==> src/hdl/mmasr_pkg.sv <==
package mmasr_pkg;

    // Fixed widths of the sample and statistic words, the settings and the register bus.
    localparam int DATA_W     = 64;
    localparam int STEP_W     = $clog2(DATA_W);
    localparam int KIND_W     = 2;
    localparam int MODE_W     = 2;
    localparam int INTERVAL_W = 32;
    localparam int ADDR_W     = 4;
    localparam int PDATA_W    = 32;

    // Aggregate modes.
    localparam logic [MODE_W-1:0] MODE_ALL      = 2'd0;
    localparam logic [MODE_W-1:0] MODE_MIN_ONLY = 2'd1;
    localparam logic [MODE_W-1:0] MODE_MAX_ONLY = 2'd2;
    localparam logic [MODE_W-1:0] MODE_AVG_ONLY = 2'd3;

    // Statistic kinds carried with each result word.
    localparam logic [KIND_W-1:0] KIND_MIN = 2'd0;
    localparam logic [KIND_W-1:0] KIND_MAX = 2'd1;
    localparam logic [KIND_W-1:0] KIND_AVG = 2'd2;

    // Register indexes (word address bits of paddr).
    localparam logic [1:0] REG_MODE     = 2'd0;
    localparam logic [1:0] REG_INTERVAL = 2'd1;
    localparam logic [1:0] REG_FORCE    = 2'd2;
    localparam logic [1:0] REG_ENABLED  = 2'd3;

    typedef struct packed {
        logic [MODE_W-1:0]     mode;
        logic [INTERVAL_W-1:0] interval;
        logic                  force_rpt;
        logic                  enabled;
    } t_cfg;

    typedef struct packed {
        logic              fold;
        logic              decide;
        logic              div_start;
        logic              load_out;
        logic [KIND_W-1:0] out_kind;
        logic              out_last;
        logic              clear;
    } t_dp_cmd;

    typedef struct packed {
        logic report_due;
        logic div_done;
        logic out_free;
    } t_dp_status;

endpackage

==> src/hdl/mmasr_ifs.sv <==
interface mmasr_in_if #(
    parameter int TIME_WIDTH = 48
);
    logic                  valid;
    logic                  ready;
    logic signed [63:0]    sample_value;
    logic [TIME_WIDTH-1:0] sample_time;

    modport source (output valid, output sample_value, output sample_time, input ready);
    modport sink   (input valid, input sample_value, input sample_time, output ready);
endinterface

interface mmasr_out_if;
    logic               valid;
    logic               ready;
    logic [1:0]         stat_kind;
    logic signed [63:0] stat_value;
    logic               last;

    modport source (output valid, output stat_kind, output stat_value, output last, input ready);
    modport sink   (input valid, input stat_kind, input stat_value, input last, output ready);
endinterface

==> src/hdl/min_max_avg_stats_reporter.sv <==
// Rate-limited min/max/average reporter. Each input word is one signed 64-bit
// sample with a tick timestamp; the block folds it into a saturating sample
// count and, as the aggregate mode asks, a running minimum, maximum and
// wrapping sum. When reporting is enabled and the sample time has reached the
// stored deadline (or force_report is set), the deadline moves to sample time
// plus report_interval and the block emits min, max and average in that order
// (mode all) or the single selected statistic, with last set on the final
// word, then clears the aggregates. The average is the sum divided by the
// count, truncated toward zero. Steps: a sample that triggers no report
// passes through accept, then deadline check; a min-only or max-only report
// adds the emission of its result word; a report that includes the average
// adds the bit-serial divider (64 quotient bits, then a check of its done
// flag) before the result words. The divider produces one quotient bit per
// cycle. A sink that holds off while a result word waits delays the report
// further. A new sample is taken as soon as the last result word of a
// report sits in the output register, even if the sink has not taken it yet.
// Registers (APB, byte addresses): 0x0 aggregate_mode, 0x4 report_interval,
// 0x8 force_report, 0xC enabled. Reset leaves enabled at 1 and all else at 0.
module min_max_avg_stats_reporter #(
    parameter int TIME_WIDTH  = 48,
    parameter int COUNT_WIDTH = 32
) (
    input  logic                             i_clk,
    input  logic                             i_rst_n,
    mmasr_in_if.sink                         i_sample,
    mmasr_out_if.source                      o_stat,
    input  logic                             psel,
    input  logic                             penable,
    input  logic                             pwrite,
    input  logic [mmasr_pkg::ADDR_W-1:0]     paddr,
    input  logic [mmasr_pkg::PDATA_W-1:0]    pwdata,
    output logic [mmasr_pkg::PDATA_W-1:0]    prdata,
    output logic                             pready
);

    localparam int PW = mmasr_pkg::PDATA_W;

    logic [mmasr_pkg::MODE_W-1:0]     r_mode;
    logic [mmasr_pkg::INTERVAL_W-1:0] r_interval;
    logic                             r_force;
    logic                             r_enabled;

    mmasr_pkg::t_cfg       w_cfg;
    mmasr_pkg::t_dp_cmd    w_cmd;
    mmasr_pkg::t_dp_status w_status;
    logic                  w_wr;
    logic [1:0]            w_reg;

    // The bus never stalls, so a write lands on its access cycle.
    assign pready = 1'b1;
    assign w_wr   = psel && penable && pwrite && pready;
    assign w_reg  = paddr[3:2];

    always_ff @(posedge i_clk) begin
        if (!i_rst_n) begin
            r_mode     <= mmasr_pkg::MODE_ALL;
            r_interval <= '0;
            r_force    <= 1'b0;
            r_enabled  <= 1'b1;
        end else if (w_wr) begin
            case (w_reg)
                mmasr_pkg::REG_MODE:     r_mode     <= pwdata[mmasr_pkg::MODE_W-1:0];
                mmasr_pkg::REG_INTERVAL: r_interval <= pwdata[mmasr_pkg::INTERVAL_W-1:0];
                mmasr_pkg::REG_FORCE:    r_force    <= pwdata[0];
                mmasr_pkg::REG_ENABLED:  r_enabled  <= pwdata[0];
                default: begin
                end
            endcase
        end
    end

    always_comb begin
        case (w_reg)
            mmasr_pkg::REG_MODE:     prdata = PW'(r_mode);
            mmasr_pkg::REG_INTERVAL: prdata = PW'(r_interval);
            mmasr_pkg::REG_FORCE:    prdata = PW'(r_force);
            mmasr_pkg::REG_ENABLED:  prdata = PW'(r_enabled);
            default:                 prdata = '0;
        endcase
    end

    assign w_cfg.mode      = r_mode;
    assign w_cfg.interval  = r_interval;
    assign w_cfg.force_rpt = r_force;
    assign w_cfg.enabled   = r_enabled;

    // The controller sequences accept, deadline check, division and the
    // result words; the datapath holds the aggregates and the output register.
    mmasr_ctrl u_ctrl (
        .i_clk      (i_clk),
        .i_rst_n    (i_rst_n),
        .i_mode     (r_mode),
        .i_in_valid (i_sample.valid),
        .o_in_ready (i_sample.ready),
        .i_status   (w_status),
        .o_cmd      (w_cmd)
    );

    mmasr_dp #(
        .TIME_WIDTH  (TIME_WIDTH),
        .COUNT_WIDTH (COUNT_WIDTH)
    ) u_dp (
        .i_clk          (i_clk),
        .i_rst_n        (i_rst_n),
        .i_cfg          (w_cfg),
        .i_cmd          (w_cmd),
        .o_status       (w_status),
        .i_sample_value (i_sample.sample_value),
        .i_sample_time  (i_sample.sample_time),
        .i_out_ready    (o_stat.ready),
        .o_out_valid    (o_stat.valid),
        .o_stat_kind    (o_stat.stat_kind),
        .o_stat_value   (o_stat.stat_value),
        .o_last         (o_stat.last)
    );

endmodule

==> src/hdl/mmasr_div.sv <==
module mmasr_div #(
    parameter int COUNT_WIDTH = 32
) (
    input  logic                         i_clk,
    input  logic                         i_rst_n,
    input  logic                         i_start,
    input  logic [mmasr_pkg::DATA_W-1:0] i_dividend,
    input  logic [COUNT_WIDTH-1:0]       i_divisor,
    output logic [mmasr_pkg::DATA_W-1:0] o_quotient,
    output logic                         o_done
);

    localparam int DW = mmasr_pkg::DATA_W;
    localparam int SW = mmasr_pkg::STEP_W;

    logic [COUNT_WIDTH-1:0] r_rem;
    logic [COUNT_WIDTH-1:0] r_divisor;
    logic [DW-1:0]          r_quo;
    logic [SW-1:0]          r_step;
    logic                   r_busy;
    logic                   r_done;

    logic [COUNT_WIDTH:0]   w_shifted;
    logic [COUNT_WIDTH:0]   w_diff;
    logic                   w_ge;

    // Restoring division, one quotient bit per cycle. The dividend bits shift
    // out of the top of r_quo while quotient bits shift in at the bottom.
    assign w_shifted = {r_rem, r_quo[DW-1]};
    assign w_diff    = w_shifted - {1'b0, r_divisor};
    assign w_ge      = ~w_diff[COUNT_WIDTH];

    always_ff @(posedge i_clk) begin
        if (i_start) begin
            r_rem     <= '0;
            r_divisor <= i_divisor;
            r_quo     <= i_dividend;
        end else if (r_busy) begin
            r_rem <= w_ge ? w_diff[COUNT_WIDTH-1:0] : w_shifted[COUNT_WIDTH-1:0];
            r_quo <= {r_quo[DW-2:0], w_ge};
        end
    end

    always_ff @(posedge i_clk) begin
        if (!i_rst_n) begin
            r_busy <= 1'b0;
            r_done <= 1'b0;
            r_step <= '0;
        end else if (i_start) begin
            r_busy <= 1'b1;
            r_done <= 1'b0;
            r_step <= '0;
        end else if (r_busy) begin
            r_step <= r_step + 1'b1;
            if (r_step == SW'(DW - 1)) begin
                r_busy <= 1'b0;
                r_done <= 1'b1;
            end
        end
    end

    assign o_quotient = r_quo;
    assign o_done     = r_done;

endmodule

==> src/hdl/mmasr_dp.sv <==
module mmasr_dp #(
    parameter int TIME_WIDTH  = 48,
    parameter int COUNT_WIDTH = 32
) (
    input  logic                                i_clk,
    input  logic                                i_rst_n,
    input  mmasr_pkg::t_cfg                     i_cfg,
    input  mmasr_pkg::t_dp_cmd                  i_cmd,
    output mmasr_pkg::t_dp_status               o_status,
    input  logic signed [mmasr_pkg::DATA_W-1:0] i_sample_value,
    input  logic [TIME_WIDTH-1:0]               i_sample_time,
    input  logic                                i_out_ready,
    output logic                                o_out_valid,
    output logic [mmasr_pkg::KIND_W-1:0]        o_stat_kind,
    output logic signed [mmasr_pkg::DATA_W-1:0] o_stat_value,
    output logic                                o_last
);

    localparam int DW    = mmasr_pkg::DATA_W;
    localparam int IW    = mmasr_pkg::INTERVAL_W;
    localparam int DL_W  = TIME_WIDTH + 1;
    localparam int SUM_W = ((TIME_WIDTH > IW) ? TIME_WIDTH : IW) + 1;
    localparam logic signed [DW-1:0] S_MAX = {1'b0, {(DW-1){1'b1}}};
    localparam logic signed [DW-1:0] S_MIN = {1'b1, {(DW-1){1'b0}}};

    logic signed [DW-1:0]    r_min;
    logic signed [DW-1:0]    r_max;
    logic [DW-1:0]           r_sum;
    logic [COUNT_WIDTH-1:0]  r_count;
    logic [DL_W-1:0]         r_deadline;
    logic [TIME_WIDTH-1:0]   r_time;
    logic                    r_avg_neg;

    logic                    r_out_valid;
    logic [mmasr_pkg::KIND_W-1:0] r_out_kind;
    logic [DW-1:0]           r_out_value;
    logic                    r_out_last;

    logic                    w_want_min;
    logic                    w_want_max;
    logic                    w_want_avg;
    logic [SUM_W-1:0]        w_next_deadline;
    logic [DW-1:0]           w_sum_mag;
    logic [DW-1:0]           w_quotient;
    logic [DW-1:0]           w_average;
    logic [DW-1:0]           w_out_value;
    logic                    w_div_done;

    assign w_want_min = i_cfg.mode inside {mmasr_pkg::MODE_ALL, mmasr_pkg::MODE_MIN_ONLY};
    assign w_want_max = i_cfg.mode inside {mmasr_pkg::MODE_ALL, mmasr_pkg::MODE_MAX_ONLY};
    assign w_want_avg = i_cfg.mode inside {mmasr_pkg::MODE_ALL, mmasr_pkg::MODE_AVG_ONLY};

    assign w_next_deadline = SUM_W'(r_time) + SUM_W'(i_cfg.interval);

    // Sum magnitude for the unsigned divider; sign is restored afterwards.
    assign w_sum_mag = r_sum[DW-1] ? (DW'(0) - r_sum) : r_sum;
    assign w_average = r_avg_neg ? (DW'(0) - w_quotient) : w_quotient;

    mmasr_div #(
        .COUNT_WIDTH (COUNT_WIDTH)
    ) u_div (
        .i_clk      (i_clk),
        .i_rst_n    (i_rst_n),
        .i_start    (i_cmd.div_start),
        .i_dividend (w_sum_mag),
        .i_divisor  (r_count),
        .o_quotient (w_quotient),
        .o_done     (w_div_done)
    );

    always_ff @(posedge i_clk) begin
        if (!i_rst_n || i_cmd.clear) begin
            r_min   <= S_MAX;
            r_max   <= S_MIN;
            r_sum   <= '0;
            r_count <= '0;
        end else if (i_cmd.fold) begin
            if (r_count != '1) begin
                r_count <= r_count + 1'b1;
            end
            if (w_want_avg) begin
                r_sum <= r_sum + i_sample_value;
            end
            if (w_want_min && (i_sample_value < r_min)) begin
                r_min <= i_sample_value;
            end
            if (w_want_max && (i_sample_value > r_max)) begin
                r_max <= i_sample_value;
            end
        end
    end

    always_ff @(posedge i_clk) begin
        if (!i_rst_n) begin
            r_deadline <= '0;
        end else if (i_cmd.decide && o_status.report_due) begin
            r_deadline <= w_next_deadline[DL_W-1:0];
        end
    end

    always_ff @(posedge i_clk) begin
        if (i_cmd.fold) begin
            r_time <= i_sample_time;
        end
        if (i_cmd.div_start) begin
            r_avg_neg <= r_sum[DW-1];
        end
    end

    always_comb begin
        case (i_cmd.out_kind)
            mmasr_pkg::KIND_MIN: w_out_value = r_min;
            mmasr_pkg::KIND_MAX: w_out_value = r_max;
            default:             w_out_value = w_average;
        endcase
    end

    always_ff @(posedge i_clk) begin
        if (!i_rst_n) begin
            r_out_valid <= 1'b0;
        end else if (i_cmd.load_out) begin
            r_out_valid <= 1'b1;
        end else if (i_out_ready) begin
            r_out_valid <= 1'b0;
        end
    end

    always_ff @(posedge i_clk) begin
        if (i_cmd.load_out) begin
            r_out_kind  <= i_cmd.out_kind;
            r_out_value <= w_out_value;
            r_out_last  <= i_cmd.out_last;
        end
    end

    assign o_status.report_due = i_cfg.enabled
                               && (i_cfg.force_rpt || ({1'b0, r_time} >= r_deadline));
    assign o_status.div_done   = w_div_done;
    assign o_status.out_free   = ~r_out_valid | i_out_ready;

    assign o_out_valid  = r_out_valid;
    assign o_stat_kind  = r_out_kind;
    assign o_stat_value = r_out_value;
    assign o_last       = r_out_last;

endmodule

==> src/hdl/mmasr_ctrl.sv <==
module mmasr_ctrl (
    input  logic                       i_clk,
    input  logic                       i_rst_n,
    input  logic [mmasr_pkg::MODE_W-1:0] i_mode,
    input  logic                       i_in_valid,
    output logic                       o_in_ready,
    input  mmasr_pkg::t_dp_status      i_status,
    output mmasr_pkg::t_dp_cmd         o_cmd
);

    typedef enum logic [3:0] {
        S_IDLE   = 4'b0001,
        S_DECIDE = 4'b0010,
        S_DIV    = 4'b0100,
        S_EMIT   = 4'b1000
    } t_state;

    t_state                       r_state;
    t_state                       n_state;
    logic [mmasr_pkg::KIND_W-1:0] r_kind;
    logic [mmasr_pkg::KIND_W-1:0] n_kind;
    logic                         w_last;

    assign w_last = (i_mode != mmasr_pkg::MODE_ALL) || (r_kind == mmasr_pkg::KIND_AVG);

    always_comb begin
        n_state    = r_state;
        n_kind     = r_kind;
        o_cmd      = '0;
        o_in_ready = 1'b0;
        case (r_state)
            S_IDLE: begin
                o_in_ready = 1'b1;
                if (i_in_valid) begin
                    o_cmd.fold = 1'b1;
                    n_state    = S_DECIDE;
                end
            end
            S_DECIDE: begin
                o_cmd.decide = 1'b1;
                if (i_status.report_due) begin
                    case (i_mode)
                        mmasr_pkg::MODE_MAX_ONLY: n_kind = mmasr_pkg::KIND_MAX;
                        mmasr_pkg::MODE_AVG_ONLY: n_kind = mmasr_pkg::KIND_AVG;
                        default:                  n_kind = mmasr_pkg::KIND_MIN;
                    endcase
                    if (i_mode inside {mmasr_pkg::MODE_ALL, mmasr_pkg::MODE_AVG_ONLY}) begin
                        o_cmd.div_start = 1'b1;
                        n_state         = S_DIV;
                    end else begin
                        n_state = S_EMIT;
                    end
                end else begin
                    n_state = S_IDLE;
                end
            end
            S_DIV: begin
                if (i_status.div_done) begin
                    n_state = S_EMIT;
                end
            end
            S_EMIT: begin
                if (i_status.out_free) begin
                    o_cmd.load_out = 1'b1;
                    o_cmd.out_kind = r_kind;
                    o_cmd.out_last = w_last;
                    if (w_last) begin
                        o_cmd.clear = 1'b1;
                        n_state     = S_IDLE;
                    end else if (r_kind == mmasr_pkg::KIND_MIN) begin
                        n_kind = mmasr_pkg::KIND_MAX;
                    end else begin
                        n_kind = mmasr_pkg::KIND_AVG;
                    end
                end
            end
            default: begin
                n_state = S_IDLE;
            end
        endcase
    end

    always_ff @(posedge i_clk) begin
        if (!i_rst_n) begin
            r_state <= S_IDLE;
            r_kind  <= mmasr_pkg::KIND_MIN;
        end else begin
            r_state <= n_state;
            r_kind  <= n_kind;
        end
    end

endmodule

==> src/flat_wrapper.sv <==
// flat-port wrapper written by rule: the top's interface ports become plain ports
module min_max_avg_stats_reporter_flat 
#(
    parameter int TIME_WIDTH  = 48,
    parameter int COUNT_WIDTH = 32
)
  (i_clk, i_rst_n, psel, penable, pwrite, paddr, pwdata, prdata, pready, i_sample_valid, i_sample_sample_value, i_sample_sample_time, i_sample_ready, o_stat_valid, o_stat_stat_kind, o_stat_stat_value, o_stat_last, o_stat_ready);
  mmasr_in_if #(.TIME_WIDTH(TIME_WIDTH)) i_sample_i ();
  mmasr_out_if o_stat_i ();
  input  logic i_clk;
  input  logic i_rst_n;
  input  logic psel;
  input  logic penable;
  input  logic pwrite;
  input  logic [mmasr_pkg::ADDR_W-1:0] paddr;
  input  logic [mmasr_pkg::PDATA_W-1:0] pwdata;
  output logic [mmasr_pkg::PDATA_W-1:0] prdata;
  output logic pready;
  input wire logic [$bits(i_sample_i.valid)-1:0] i_sample_valid;
  input wire logic [$bits(i_sample_i.sample_value)-1:0] i_sample_sample_value;
  input wire logic [$bits(i_sample_i.sample_time)-1:0] i_sample_sample_time;
  output wire logic [$bits(i_sample_i.ready)-1:0] i_sample_ready;
  output wire logic [$bits(o_stat_i.valid)-1:0] o_stat_valid;
  output wire logic [$bits(o_stat_i.stat_kind)-1:0] o_stat_stat_kind;
  output wire logic [$bits(o_stat_i.stat_value)-1:0] o_stat_stat_value;
  output wire logic [$bits(o_stat_i.last)-1:0] o_stat_last;
  input wire logic [$bits(o_stat_i.ready)-1:0] o_stat_ready;
  assign i_sample_i.valid = i_sample_valid;
  assign i_sample_i.sample_value = i_sample_sample_value;
  assign i_sample_i.sample_time = i_sample_sample_time;
  assign i_sample_ready = i_sample_i.ready;
  assign o_stat_valid = o_stat_i.valid;
  assign o_stat_stat_kind = o_stat_i.stat_kind;
  assign o_stat_stat_value = o_stat_i.stat_value;
  assign o_stat_last = o_stat_i.last;
  assign o_stat_i.ready = o_stat_ready;
  min_max_avg_stats_reporter #(.TIME_WIDTH(TIME_WIDTH), .COUNT_WIDTH(COUNT_WIDTH)) u_core (.i_clk(i_clk), .i_rst_n(i_rst_n), .i_sample(i_sample_i), .o_stat(o_stat_i), .psel(psel), .penable(penable), .pwrite(pwrite), .paddr(paddr), .pwdata(pwdata), .prdata(prdata), .pready(pready));
endmodule
==> config.mk <==
export PLATFORM = sky130hd
export DESIGN_NAME = min_max_avg_stats_reporter_flat
export DESIGN_NICKNAME = d
export VERILOG_FILES = /design/src/hdl/mmasr_pkg.sv /design/src/hdl/mmasr_ifs.sv /design/src/hdl/min_max_avg_stats_reporter.sv /design/src/hdl/mmasr_div.sv /design/src/hdl/mmasr_dp.sv /design/src/hdl/mmasr_ctrl.sv /design/src/flat_wrapper.sv
export SDC_FILE = /design/constraint.sdc
export NUM_CORES = 2
export LEC_CHECK = 0
export ABC_AREA = 1
export BUFFER_PORTS_ARGS = -buffer_cell sky130_fd_sc_hd__buf_4
export CAP_MARGIN = 20
export CORE_UTILIZATION = 35
export CTS_CLUSTER_SIZE = 28
export DETAILED_ROUTE_END_ITERATION = 8
export PLACE_DENSITY = 0.48
export SYNTH_ARGS = -nofsm -noshare
export SYNTH_HDL_FRONTEND = slang
export SYNTH_SLANG_ARGS = --single-unit
==> constraint.sdc <==
create_clock -name i_clk -period 12 [get_ports i_clk]
set_clock_uncertainty 0.1 [all_clocks]
set_input_delay 1.2 -clock i_clk [delete_from_list [all_inputs] [get_ports i_clk]]
set_output_delay 1.2 -clock i_clk [all_outputs]
set_load 0.1 [all_outputs]
==> run metrics <==
f_max=~0.18 GHz; period utilization=around 47%; Peak VDD IR=~0.08 mV; FF+latch area=13500 µm²; full die area=~120000 µm²; Worst Max-Slew Pin Slew=slightly above 1000 ps; HP Class=flop to flop; leakage power=~21 nW; ys flop type=dfxtp_1; setup violators final=0; Syn Nets=6272; WP data arrival=5860 ps; Place WS=around 6200 ps; CTS Buffer Depth=3; Worst Setup End Kind=flop; multi-input combinational cell area=around 23000 µm²; Crit path buffers/inverters=4; top-count cell post-synth=nand2_1; number of post-CTS setup repair buffers=0; Syn. warnings=0; setup TNS=0 ps; ratio of cells with drive above 1 in the final layout=under 10%; IO Pins=between 200 and 300; Placer Congestion=0.940; data required time of the worst path=around 12000 ps; # rows=124; placed inst area=43500 µm²; antenna violations before repair=9; CTS root buffer=clkbuf_16; cell repeated most along the worst path=nand2_1; outcome=finished, final reports clean; DRC Markers=0; Critical Path Fanout Max=between 60 and 70; Post-synth EDFFs=212; drt pass-1 iters=6; CP Class=flop to flop; Synth async-reset ratio=0%; Skew-Pair Late Insertion Delay=~640 ps; Syn Area/Cell=between 6 and 7 µm²; Unique masters post-synth=59; Initial DRC Count=3419; Final Hold Vio Count=0; Mapped Area=just over 40000 µm²; Core Region=approximately 110000 µm²; max cap viols=0; Reg clk slew, reported paths=60 ps; final non-filler cell area=between 40000 and 50000 µm²; Layout Nets=between 6000 and 7000; CTS Hold Bufs=0; worst hold slack=357 ps; Area contributors post-synth=dfxtp_1 (18%), edfxtp_1 (16%), nand2_1 (12%), ha_1 (9.6%), inv_1 (8.1%); Synth-to-Final Area Change=13.9%; post-cts sizing count=0; Chip Height=around 340 µm; Port Buffers=approximately 250; DP HPWL=around 120 mm; pwr dens=around 140 nW/µm²; Num CTS Buffers=73; wire length per cell=between 15 and 20 µm; fill count=approximately 12000; WL final=between 100 and 150 mm; vias=between 30000 and 40000; Syn Inst Count=5804; CTS tree=yes; synth cell count leaders=nand2_1 (1260), inv_1 (866), nor2_1 (680); number of synthesized register bits=568; via/cell ratio=5.15; die width=342 µm; Final Slew Violations=0; final worst slack=about 6300 ps; Starting Density=35.3%; gr ovfl total=0; first-pass GRT wire length=~220 mm; Synth top area share=about 18%; Util after Layout=40.2%; Final ANT Viol Nets=0; crit-path cells=ha_1, nand2_1, inv_1, nand2_1, nor3_1, nand4_1, nand2_1, nor2_1, nand2_2, nand3_4, inv_2, nand2_4, inv_2, buf_4; htree depth=3; Total GRT Usage=25.1%; CTS sink cnt=between 500 and 600; largest net degree at the start of global routing=177; Seq/Total Area, Yosys=roughly a third; CP peak stage delay=roughly 900 ps; Synth area leader=dfxtp_1; crit-path leading delay family=buffers and inverters; vias in the first global route=~36000; slowest CP cell=inv_2; Tmin final=~5700 ps; Critical Path Start Type=flop; unrepaired setup endpoints after global routing=false; Rel. slew slack=between 30% and 40%
==> cell type report <==
cell class / count / share of cell area [%]
multi-input combinational: 4178 / 49.4
inverter: 883 / 7.21
timing repair buffer: 280 / 4.65
clock buffer: 93 / 4.39
tap: 1512 / 4.12
sequential: 568 / 29.4
antenna: 2 / 0.0109
clock inverter: 41 / 0.833
==> per-layer routing <==
layer / GRT usage (%) / wire length (µm) / vias to the layer above
li1: - / - / 19500
met1: 38.9 / 76400 / 18200
met2: 36.4 / 61400 / 1068
met3: 3.46 / 9460 / 132
met4: 5.05 / 2290 / 0
met5: 0 / 0 / -
==> power by group <==
part | total (mW) | switching (mW) | internal [mW] | leakage [nW]
Combinational | 2.06 | 1.39 | 0.670 | 15.3
Sequential | 2.35 | 0.151 | 2.20 | 4.82
Clock | 2.25 | 0.924 | 1.32 | 1.17
Total | 6.66 | 2.47 | 4.19 | 21.2
==> tightest hold or removal path: cells and delay by family, from the launching register on <==
family,cells,cell delay (ps)
simple gates,2,100
flops,1,330
==> per-stage QoR <==
stage	cells	power (mW)
after floorplan	5804	3.79
after global placement	7420	4.40
after detailed placement	7421	4.42
after CTS	7555	6.71
after global routing	7557	7.08
final	7557	6.66
==> logic make-up (layout without fill, tap and decap cells) <==
kind of cell	after synthesis	after routing	share of synthesized area [%]
AOI/OAI and AO/OA	1050	1050	14.7
xor gates and xnor gates	178	178	3.86
adders and majority gates	313	313	9.76
buffers and inverters	1058	1297	10.4
DFF	568	568	33.4
other	1	3	0.00930
and+or+nand+nor	2636	2636	27.8
==> flip-flops by register name, summed over array words and instances, names as in the netlist <==
signal,count
u_core.u_dp.r_deadline,49
u_core.u_dp.r_max,64
u_core.u_dp.u_div.o_done,1
u_core.r_force,1
u_core.u_dp.u_div.r_step,6
u_core.r_enabled,1
u_core.u_dp.r_count,32
u_core.u_ctrl.r_kind,2
u_core.u_dp.r_min,64
u_core.u_dp.o_stat_value,64
u_core.u_dp.o_stat_kind,2
u_core.u_dp.o_last,1
u_core.u_dp.u_div.o_quotient,64
u_core.u_dp.r_sum,64
u_core.u_dp.u_div.r_busy,1
u_core.u_dp.o_out_valid,1
u_core.u_ctrl.r_state,4
u_core.u_dp.r_time,48
u_core.r_interval,32
u_core.u_dp.r_avg_neg,1
u_core.r_mode,2
u_core.u_dp.u_div.r_rem,32
u_core.u_dp.u_div.r_divisor,32
==> placed cells by master (no fill, tap or decap), types with 27 or more instances in the layout <==
| master | count |
|---|---|
| nand2_1 | 1257 |
| a21oi_1 | 423 |
| clkbuf_16 | 77 |
| o21bai_1 | 42 |
| nor4_1 | 38 |
| xnor2_1 | 36 |
| inv_1 | 865 |
| nand4_1 | 145 |
| nor3_1 | 86 |
| o21ai_2 | 37 |
| o21ai_1 | 48 |
| xor2_1 | 142 |
| buf_4 | 278 |
| nor2_1 | 678 |
| a21o_1 | 27 |
| o21ai_0 | 336 |
| nand3_1 | 349 |
| ha_1 | 310 |
| o221ai_1 | 47 |
| edfxtp_1 | 212 |
| dfxtp_1 | 354 |
==> path summary, 6_finish.rpt <==
path,start,to,slack (ps),depth (start not counted)
max,u_core.u_dp.r_time[32],u_core.u_dp.u_div.r_divisor[22],6330,14
min,u_core.u_dp.r_min[52],u_core.u_dp.r_min[52],360,2
max reg2reg,u_core.u_dp.r_time[32],u_core.u_dp.u_div.r_divisor[22],6330,14
min reg2reg,u_core.u_dp.r_min[52],u_core.u_dp.r_min[52],360,2
(Power assumes the default switching activity.)
